**src/rtl/core/qmb_pkg.sv**
```systemverilog
// ----------------------------------------------------------------------------
// qmb_pkg
// Shared types and constants of the quartic Montgomery basemul pipeline.
// ----------------------------------------------------------------------------
package qmb_pkg;

   localparam int unsigned LANES  = 4;
   localparam int unsigned STAGES = 7;

   localparam logic [11:0] MOD_Q    = 12'd3457;
   localparam logic [13:0] MOD_QINV = 14'd12929;

   typedef logic [LANES-1:0][15:0] coef_vec_type;
   typedef logic [LANES-1:0][31:0] acc_vec_type;
   typedef logic [11:0]            twiddle_type;

endpackage

```
**src/rtl/core/qmb_lambda_scale.sv**
```systemverilog
// ----------------------------------------------------------------------------
// qmb_lambda_scale
// Three-stage signed Montgomery multiply of each b coefficient by lambda.
// The a and b coefficients travel alongside the scaled b values.
// ----------------------------------------------------------------------------
module qmb_lambda_scale (
   input  logic                 clock,
   input  logic                 reset,
   input  logic                 in_valid,
   output logic                 in_ready,
   input  qmb_pkg::coef_vec_type in_a,
   input  qmb_pkg::coef_vec_type in_b,
   input  qmb_pkg::twiddle_type  in_twiddle,
   output logic                 out_valid,
   input  logic                 out_ready,
   output qmb_pkg::coef_vec_type out_a,
   output qmb_pkg::coef_vec_type out_b,
   output qmb_pkg::coef_vec_type out_lb
);
   import qmb_pkg::*;

   logic [2:0] valid_ff, valid_in, stage_rdy;

   coef_vec_type                 a0_ff, b0_ff, a1_ff, b1_ff, a2_ff, b2_ff;
   logic [15:0]                  fq0_ff, fq0_in;
   logic [LANES-1:0][11:0]       hf0_ff, hf0_in, hf1_ff;
   coef_vec_type                 lo1_ff, lo1_in;
   coef_vec_type                 lb2_ff, lb2_in;
   logic signed [27:0]           bt [LANES];
   logic signed [28:0]           lq [LANES];
   logic [12:0]                  hq [LANES];

   // stage handshake
   always_comb begin
      stage_rdy[2] = !valid_ff[2] || out_ready;
      stage_rdy[1] = !valid_ff[1] || stage_rdy[2];
      stage_rdy[0] = !valid_ff[0] || stage_rdy[1];
      valid_in[0]  = stage_rdy[0] ? in_valid    : valid_ff[0];
      valid_in[1]  = stage_rdy[1] ? valid_ff[0] : valid_ff[1];
      valid_in[2]  = stage_rdy[2] ? valid_ff[1] : valid_ff[2];
   end

   // lambda times qinv, and high half of b times lambda
   always_comb begin
      fq0_in = 16'({{4{in_twiddle[11]}}, in_twiddle} * {2'b00, MOD_QINV});
      for (int l = 0; l < LANES; l++) begin
         bt[l]     = $signed(in_b[l]) * $signed(in_twiddle);
         hf0_in[l] = bt[l][27:16];
      end
   end

   // low factor times b
   always_comb begin
      for (int l = 0; l < LANES; l++) begin
         lo1_in[l] = 16'(b0_ff[l] * fq0_ff);
      end
   end

   // high half of low times q, then difference
   always_comb begin
      for (int l = 0; l < LANES; l++) begin
         lq[l]     = $signed(lo1_ff[l]) * $signed({1'b0, MOD_Q});
         hq[l]     = lq[l][28:16];
         lb2_in[l] = {{4{hf1_ff[l][11]}}, hf1_ff[l]} - {{3{hq[l][12]}}, hq[l]};
      end
   end

   always_ff @(posedge clock) begin
      if (reset) begin
         valid_ff <= '0;
      end else begin
         valid_ff <= valid_in;
      end
   end

   always_ff @(posedge clock) begin
      if (stage_rdy[0]) begin
         a0_ff  <= in_a;
         b0_ff  <= in_b;
         fq0_ff <= fq0_in;
         hf0_ff <= hf0_in;
      end
      if (stage_rdy[1]) begin
         a1_ff  <= a0_ff;
         b1_ff  <= b0_ff;
         hf1_ff <= hf0_ff;
         lo1_ff <= lo1_in;
      end
      if (stage_rdy[2]) begin
         a2_ff  <= a1_ff;
         b2_ff  <= b1_ff;
         lb2_ff <= lb2_in;
      end
   end

   assign in_ready  = stage_rdy[0];
   assign out_valid = valid_ff[2];
   assign out_a     = a2_ff;
   assign out_b     = b2_ff;
   assign out_lb    = lb2_ff;

endmodule

```
**src/rtl/core/qmb_convolve.sv**
```systemverilog
// ----------------------------------------------------------------------------
// qmb_convolve
// Negacyclic-style convolution modulo x^4 - lambda: sixteen registered
// products, then four wrapping 32-bit sums.
// ----------------------------------------------------------------------------
module qmb_convolve (
   input  logic                  clock,
   input  logic                  reset,
   input  logic                  in_valid,
   output logic                  in_ready,
   input  qmb_pkg::coef_vec_type in_a,
   input  qmb_pkg::coef_vec_type in_b,
   input  qmb_pkg::coef_vec_type in_lb,
   output logic                  out_valid,
   input  logic                  out_ready,
   output qmb_pkg::acc_vec_type  out_acc
);
   import qmb_pkg::*;

   logic [1:0] valid_ff, valid_in, stage_rdy;

   logic signed [31:0] prod_in [LANES][LANES];
   logic        [31:0] prod_ff [LANES][LANES];
   acc_vec_type        acc_ff, acc_in;
   logic        [15:0] bv;

   always_comb begin
      stage_rdy[1] = !valid_ff[1] || out_ready;
      stage_rdy[0] = !valid_ff[0] || stage_rdy[1];
      valid_in[0]  = stage_rdy[0] ? in_valid    : valid_ff[0];
      valid_in[1]  = stage_rdy[1] ? valid_ff[0] : valid_ff[1];
   end

   // wrapped terms use lambda-scaled b
   always_comb begin
      bv = '0;
      for (int k = 0; k < LANES; k++) begin
         for (int i = 0; i < LANES; i++) begin
            bv            = (i <= k) ? in_b[2'(k - i)] : in_lb[2'(k - i)];
            prod_in[k][i] = $signed(in_a[i]) * $signed(bv);
         end
      end
   end

   always_comb begin
      for (int k = 0; k < LANES; k++) begin
         acc_in[k] = prod_ff[k][0] + prod_ff[k][1] + prod_ff[k][2] + prod_ff[k][3];
      end
   end

   always_ff @(posedge clock) begin
      if (reset) begin
         valid_ff <= '0;
      end else begin
         valid_ff <= valid_in;
      end
   end

   always_ff @(posedge clock) begin
      if (stage_rdy[0]) begin
         for (int k = 0; k < LANES; k++) begin
            for (int i = 0; i < LANES; i++) begin
               prod_ff[k][i] <= prod_in[k][i];
            end
         end
      end
      if (stage_rdy[1]) begin
         acc_ff <= acc_in;
      end
   end

   assign in_ready  = stage_rdy[0];
   assign out_valid = valid_ff[1];
   assign out_acc   = acc_ff;

endmodule

```
**src/rtl/core/qmb_reduce.sv**
```systemverilog
// ----------------------------------------------------------------------------
// qmb_reduce
// Two-stage Montgomery reduction of each 32-bit sum using its unsigned low
// word; the last stage is the result register.
// ----------------------------------------------------------------------------
module qmb_reduce (
   input  logic                  clock,
   input  logic                  reset,
   input  logic                  in_valid,
   output logic                  in_ready,
   input  qmb_pkg::acc_vec_type  in_acc,
   output logic                  out_valid,
   input  logic                  out_ready,
   output qmb_pkg::coef_vec_type out_coef
);
   import qmb_pkg::*;

   logic [1:0] valid_ff, valid_in, stage_rdy;

   coef_vec_type  m_ff, m_in, hi_ff, res_ff, res_in;
   logic [27:0]   mq [LANES];

   always_comb begin
      stage_rdy[1] = !valid_ff[1] || out_ready;
      stage_rdy[0] = !valid_ff[0] || stage_rdy[1];
      valid_in[0]  = stage_rdy[0] ? in_valid    : valid_ff[0];
      valid_in[1]  = stage_rdy[1] ? valid_ff[0] : valid_ff[1];
   end

   always_comb begin
      for (int l = 0; l < LANES; l++) begin
         m_in[l]   = 16'(in_acc[l][15:0] * {2'b00, MOD_QINV});
         mq[l]     = m_ff[l] * MOD_Q;
         res_in[l] = hi_ff[l] - {4'b0000, mq[l][27:16]};
      end
   end

   always_ff @(posedge clock) begin
      if (reset) begin
         valid_ff <= '0;
      end else begin
         valid_ff <= valid_in;
      end
   end

   always_ff @(posedge clock) begin
      if (stage_rdy[0]) begin
         m_ff <= m_in;
         for (int l = 0; l < LANES; l++) begin
            hi_ff[l] <= in_acc[l][31:16];
         end
      end
      if (stage_rdy[1]) begin
         res_ff <= res_in;
      end
   end

   assign in_ready  = stage_rdy[0];
   assign out_valid = valid_ff[1];
   assign out_coef  = res_ff;

endmodule

```
**src/rtl/core/quartic_montgomery_basemul.sv**
```systemverilog
// ----------------------------------------------------------------------------
// quartic_montgomery_basemul
// Degree-3 polynomial product modulo x^4 - lambda, Montgomery arithmetic, q 3457.
// pipeline: 7 register stages; the result is shown from the last one
// throughput: one item per cycle while the output is not stalled, set by the seven-stage pipeline
// a stalled result holds the output register; empty stages keep filling
// reset clears all stage valid bits; data registers are not reset
// ----------------------------------------------------------------------------
module quartic_montgomery_basemul (
   input  logic               clock,
   input  logic               reset,
   input  logic               req_valid,
   output logic               req_ready,
   input  logic signed [15:0] req_a_coef0,
   input  logic signed [15:0] req_a_coef1,
   input  logic signed [15:0] req_a_coef2,
   input  logic signed [15:0] req_a_coef3,
   input  logic signed [15:0] req_b_coef0,
   input  logic signed [15:0] req_b_coef1,
   input  logic signed [15:0] req_b_coef2,
   input  logic signed [15:0] req_b_coef3,
   input  logic signed [11:0] req_twiddle,
   output logic               rsp_valid,
   input  logic               rsp_ready,
   output logic signed [15:0] rsp_prod_coef0,
   output logic signed [15:0] rsp_prod_coef1,
   output logic signed [15:0] rsp_prod_coef2,
   output logic signed [15:0] rsp_prod_coef3
);
   import qmb_pkg::*;

   coef_vec_type req_a, req_b, sc_a, sc_b, sc_lb, prod;
   acc_vec_type  cv_acc;
   logic         sc_valid, sc_ready, cv_valid, cv_ready;
   logic [3:0]   inflight_ff, inflight_in;

   assign req_a = {req_a_coef3, req_a_coef2, req_a_coef1, req_a_coef0};
   assign req_b = {req_b_coef3, req_b_coef2, req_b_coef1, req_b_coef0};

   qmb_lambda_scale u_scale (
      .clock      (clock),
      .reset      (reset),
      .in_valid   (req_valid),
      .in_ready   (req_ready),
      .in_a       (req_a),
      .in_b       (req_b),
      .in_twiddle (req_twiddle),
      .out_valid  (sc_valid),
      .out_ready  (sc_ready),
      .out_a      (sc_a),
      .out_b      (sc_b),
      .out_lb     (sc_lb)
   );

   qmb_convolve u_conv (
      .clock     (clock),
      .reset     (reset),
      .in_valid  (sc_valid),
      .in_ready  (sc_ready),
      .in_a      (sc_a),
      .in_b      (sc_b),
      .in_lb     (sc_lb),
      .out_valid (cv_valid),
      .out_ready (cv_ready),
      .out_acc   (cv_acc)
   );

   qmb_reduce u_redc (
      .clock     (clock),
      .reset     (reset),
      .in_valid  (cv_valid),
      .in_ready  (cv_ready),
      .in_acc    (cv_acc),
      .out_valid (rsp_valid),
      .out_ready (rsp_ready),
      .out_coef  (prod)
   );

   assign rsp_prod_coef0 = prod[0];
   assign rsp_prod_coef1 = prod[1];
   assign rsp_prod_coef2 = prod[2];
   assign rsp_prod_coef3 = prod[3];

   // items in flight, for checking
   assign inflight_in = inflight_ff + 4'(req_valid && req_ready)
                                    - 4'(rsp_valid && rsp_ready);

   always_ff @(posedge clock) begin
      if (reset) begin
         inflight_ff <= '0;
      end else begin
         inflight_ff <= inflight_in;
      end
   end

   a_full_only_when_stalled : assert property (@(posedge clock) disable iff (reset)
      !req_ready |-> (rsp_valid && !rsp_ready))
      else $error("input stalled while output is free");

   a_inflight_bound : assert property (@(posedge clock) disable iff (reset)
      inflight_ff <= 4'(STAGES))
      else $error("more items in flight than pipeline stages");

   a_no_result_when_empty : assert property (@(posedge clock) disable iff (reset)
      inflight_ff == '0 |-> !rsp_valid)
      else $error("result shown with no item in flight");

   a_full_blocks_input : assert property (@(posedge clock) disable iff (reset)
      inflight_ff == 4'(STAGES) |-> !req_ready || rsp_ready)
      else $error("full pipeline accepting without drain");

endmodule

```
**config.mk**
```make
export PLATFORM = sky130hd
export DESIGN_NAME = quartic_montgomery_basemul
export DESIGN_NICKNAME = d
export VERILOG_FILES = /design/src/rtl/core/qmb_pkg.sv /design/src/rtl/core/qmb_lambda_scale.sv /design/src/rtl/core/qmb_convolve.sv /design/src/rtl/core/qmb_reduce.sv /design/src/rtl/core/quartic_montgomery_basemul.sv
export SDC_FILE = /design/constraint.sdc
export NUM_CORES = 2
export LEC_CHECK = 0
export BUFFER_PORTS_ARGS = -buffer_cell sky130_fd_sc_hd__buf_2
export CAP_MARGIN = 20
export CORE_UTILIZATION = 45
export CTS_CLUSTER_SIZE = 14
export DETAILED_ROUTE_END_ITERATION = 8
export PLACE_DENSITY = 0.64
export SYNTH_ARGS = -nofsm -noshare
export SYNTH_HDL_FRONTEND = slang
export SYNTH_SLANG_ARGS = --single-unit
```
**constraint.sdc**
```tcl
create_clock -name clock -period 8.4 [get_ports clock]
set_clock_uncertainty 0.2 [all_clocks]
set_input_delay 1.68 -clock clock [delete_from_list [all_inputs] [get_ports clock]]
set_output_delay 1.68 -clock clock [all_outputs]
set_load 0.05 [all_outputs]
```
==> impl_metrics.ini <==
[detailed_routing]
drtIter0Drc = 2503
drc_errors = 0
wire_per_inst_um = 16.68
dr_total_vias = 53670
drt-total-wl_mm = 179.4
ant_nets = 0
vias_per_cell = 4.990
drtPass1Iterations = 6

[floorplanning]
io-pin-count = 210
die_x_um = 441.3
start_util_pct = 45.47
rows = 160
dieArea_um2 = 194800
die_h_um = 441.3
core_area_um2 = 191000

[global_routing]
grt_overflow = 0
grt_pass1_vias = 58150
grt_pass1_wl_mm = 297.7
antenna_found_initial = 12
grt_max_degree = 129
track_usage_pct = 19.12

[logic_synthesis]
synth-edff-count = 730
synth.cell_area_um2 = 86850
syn_inst = 8066
syn_avg_cell_area_um2 = 10.77
ys_warn_count = 0
ys.flop_type = edfxtp_1
yosysTopAreaCellShare_pct = 32.13
synth_area_leaders = fa_1, edfxtp_1, ha_1
ys_types = 69
yosysTopAreaCell = fa_1
synth_fp_nets = 10550
synth_most_common_cell = inv_1
ys_async_sr_fraction_pct = 0
ys_seq_area_share_pct = 25.40
synthTopCellsByCount = inv_1, fa_1, ha_1
ys_ff_latch = 737

[outcome]
status = complete, no violations

[clock_network]
post_cts_buffers = 0
cts_buffers = 84
clk_path_buf_depth = 3
ctsResizeCount = 0
clk_latency_ns = 0.71
holdBufCountCts = 0
cts_max_level = 3
cts_sinks = 737
cts_tree = yes
clk_pin_slew_ns = 0.06
cts-root-buf = clkbuf_16

[timing]
finalCritPeriodShare_pct = 90.04
relSlewSlack_pct = 21.42
finalMaxSlewViolations = 0
hold_viol_final = 0
fin_crit_ns = 7.563
setup_viol = 0
worstMarginPinSlew_ns = 1.179
setup_tns_ns = 0
grt_setup_unrepaired = false
fmax_mhz = 132.2

[worst_hold_path]
hold_path.class = reg2reg

[final_layout]
drive_gt1_share_pct = 4.988
fin_nets = 10660
fill_cells = 17240
areaGrowthSynthToFinish_pct = 7.525

[flow_run]
cap_violations = 0

[setup_path]
crit_path_frequent_cell = fa_1
worstPathRequired_ns = 8.62
cp_cell_sequence = buf_4 > nand2_1 > fa_1 > inv_1 > fa_1 > fa_1 > fa_1 > fa_1 > inv_1 > fa_1 > inv_1 > ha_1 > and4_1 > nand2_1 > or4_1 > a31oi_1 > o21ai_0 > a21oi_1 > mux2i_1 > o311ai_0
crit_slowest_cell = edfxtp_1
cp_max_fo = 21
path_class = reg2reg
crit_arrival_ns = 7.78
crit_path_end_kind = flip-flop
crit_buf_inv = 4
critPathLaunchType = flip-flop
critical-path-top-delay-family = adder cells
critPathMaxStageDelay_ns = 1.12

[placement]
io_buffer_count = 162
place_congestion = 0.8696
place_hpwl_mm = 143.9
-- registers in the layout, indices dropped and copies added (netlist names), 3 cells and up --
signal and cells:
u_conv.out_acc 128, u_conv.prod_ff 132, u_redc.hi_ff 64, u_redc.m_ff 64, u_redc.out_coef 64, u_scale.a0_ff 49
u_scale.a1_ff 49, u_scale.b0_ff 32, u_scale.b1_ff 32, u_scale.fq0_ff 16, u_scale.lo1_ff 16, u_scale.out_a 49
u_scale.out_b 32, u_scale.valid_ff 3
-- cell usage in the layout, fill, tap and decap left out, drive strengths merged, types with 7 or more instances in the layout --
cell    Yosys  routed
and2      606     606
dfxtp       7       7
a211oi     18      18
ha        945     945
nand4      20      20
nand2b     45      45
nor2b      27      27
o41ai      10      10
fa       1394    1394
and4       14      14
a211o       9       9
a21o       89      89
o21bai     37      37
clkbuf    217      98
or2         8       8
o21ai      82      82
a21oi     164     164
inv      1849    1861
nand2     758     758
buf         3     240
nand3      85      85
clkinv      0      32
a21boi     13      13
xor2      121     121
nor2      204     204
a31o       11      11
xnor2     394     394
or3         7       7
edfxtp    730     730
o31a        7       7
nor3       37      37
and3       52      52
o21a       33      33
-- per-stage QoR --
stage	hold slack (ns)	worst slack (ns)	std cells	area, um^2	utilization, %
floorplan	0.2003	1.002	8066	86850	-
global placement	0.2011	0.9461	10600	90630	47.46
finish	0.2084	0.8368	10760	93380	48.90
CTS	0.2088	0.8412	10750	93370	48.89
detailed placement	0.2045	0.9139	10600	90630	47.46
global route	0.2181	0.4887	10750	93370	48.89
-- kinds of logic (layout without fill, tap and decap cells) --
group	after synthesis	in the layout	synth area share, %
fa+ha+maj	2339	2339	45.75
buf+inv	2069	2242	8.942
simple gates	1873	1873	10.60
flops	737	737	25.40
compound gates	532	532	4.100
xor+xnor	515	515	5.194
mux	1	1	0.01153
other cells	0	6	0
-- worst paths after layout --
check | depth (start not counted) | slack [ns] | to | start
worst max-delay path | 20 | 0.84 | u_conv.prod_ff[3][63] | u_scale.out_b[28]
worst min-delay path | 0 | 0.21 | u_scale.a1_ff[16] | u_scale.a0_ff[16]
worst min register to register | 0 | 0.21 | u_scale.a1_ff[16] | u_scale.a0_ff[16]
worst max register to register | 20 | 0.84 | u_conv.prod_ff[3][63] | u_scale.out_b[28]
-- routing by layer --
layer	up-vias	routed length [um]	global-route usage [%]	share of wire [%]
met5	-	85	0	0.047
met4	14	3602	4.455	2.0
met3	243	9517	3.242	5.3
met2	1121	86700	32.64	48
met1	27130	79460	25.36	44
li1	25170	-	-	-
-- area by class of cell --
cell class	count	area [um^2]	share of cell area, %
multi-input combinational	5260	57050	61.09
clock buffer	98	2228	2.386
timing repair buffer	240	1434	1.535
clock inverter	55	508.0	0.5440
antenna	6	15.01	0.01608
inverter	1849	6947	7.439
tap	2511	3142	3.364
sequential	737	22060	23.62
Power is left out: the tool's default activity adds up to more than one toggle a clock period on the data nets, which glitch-free logic cannot reach.
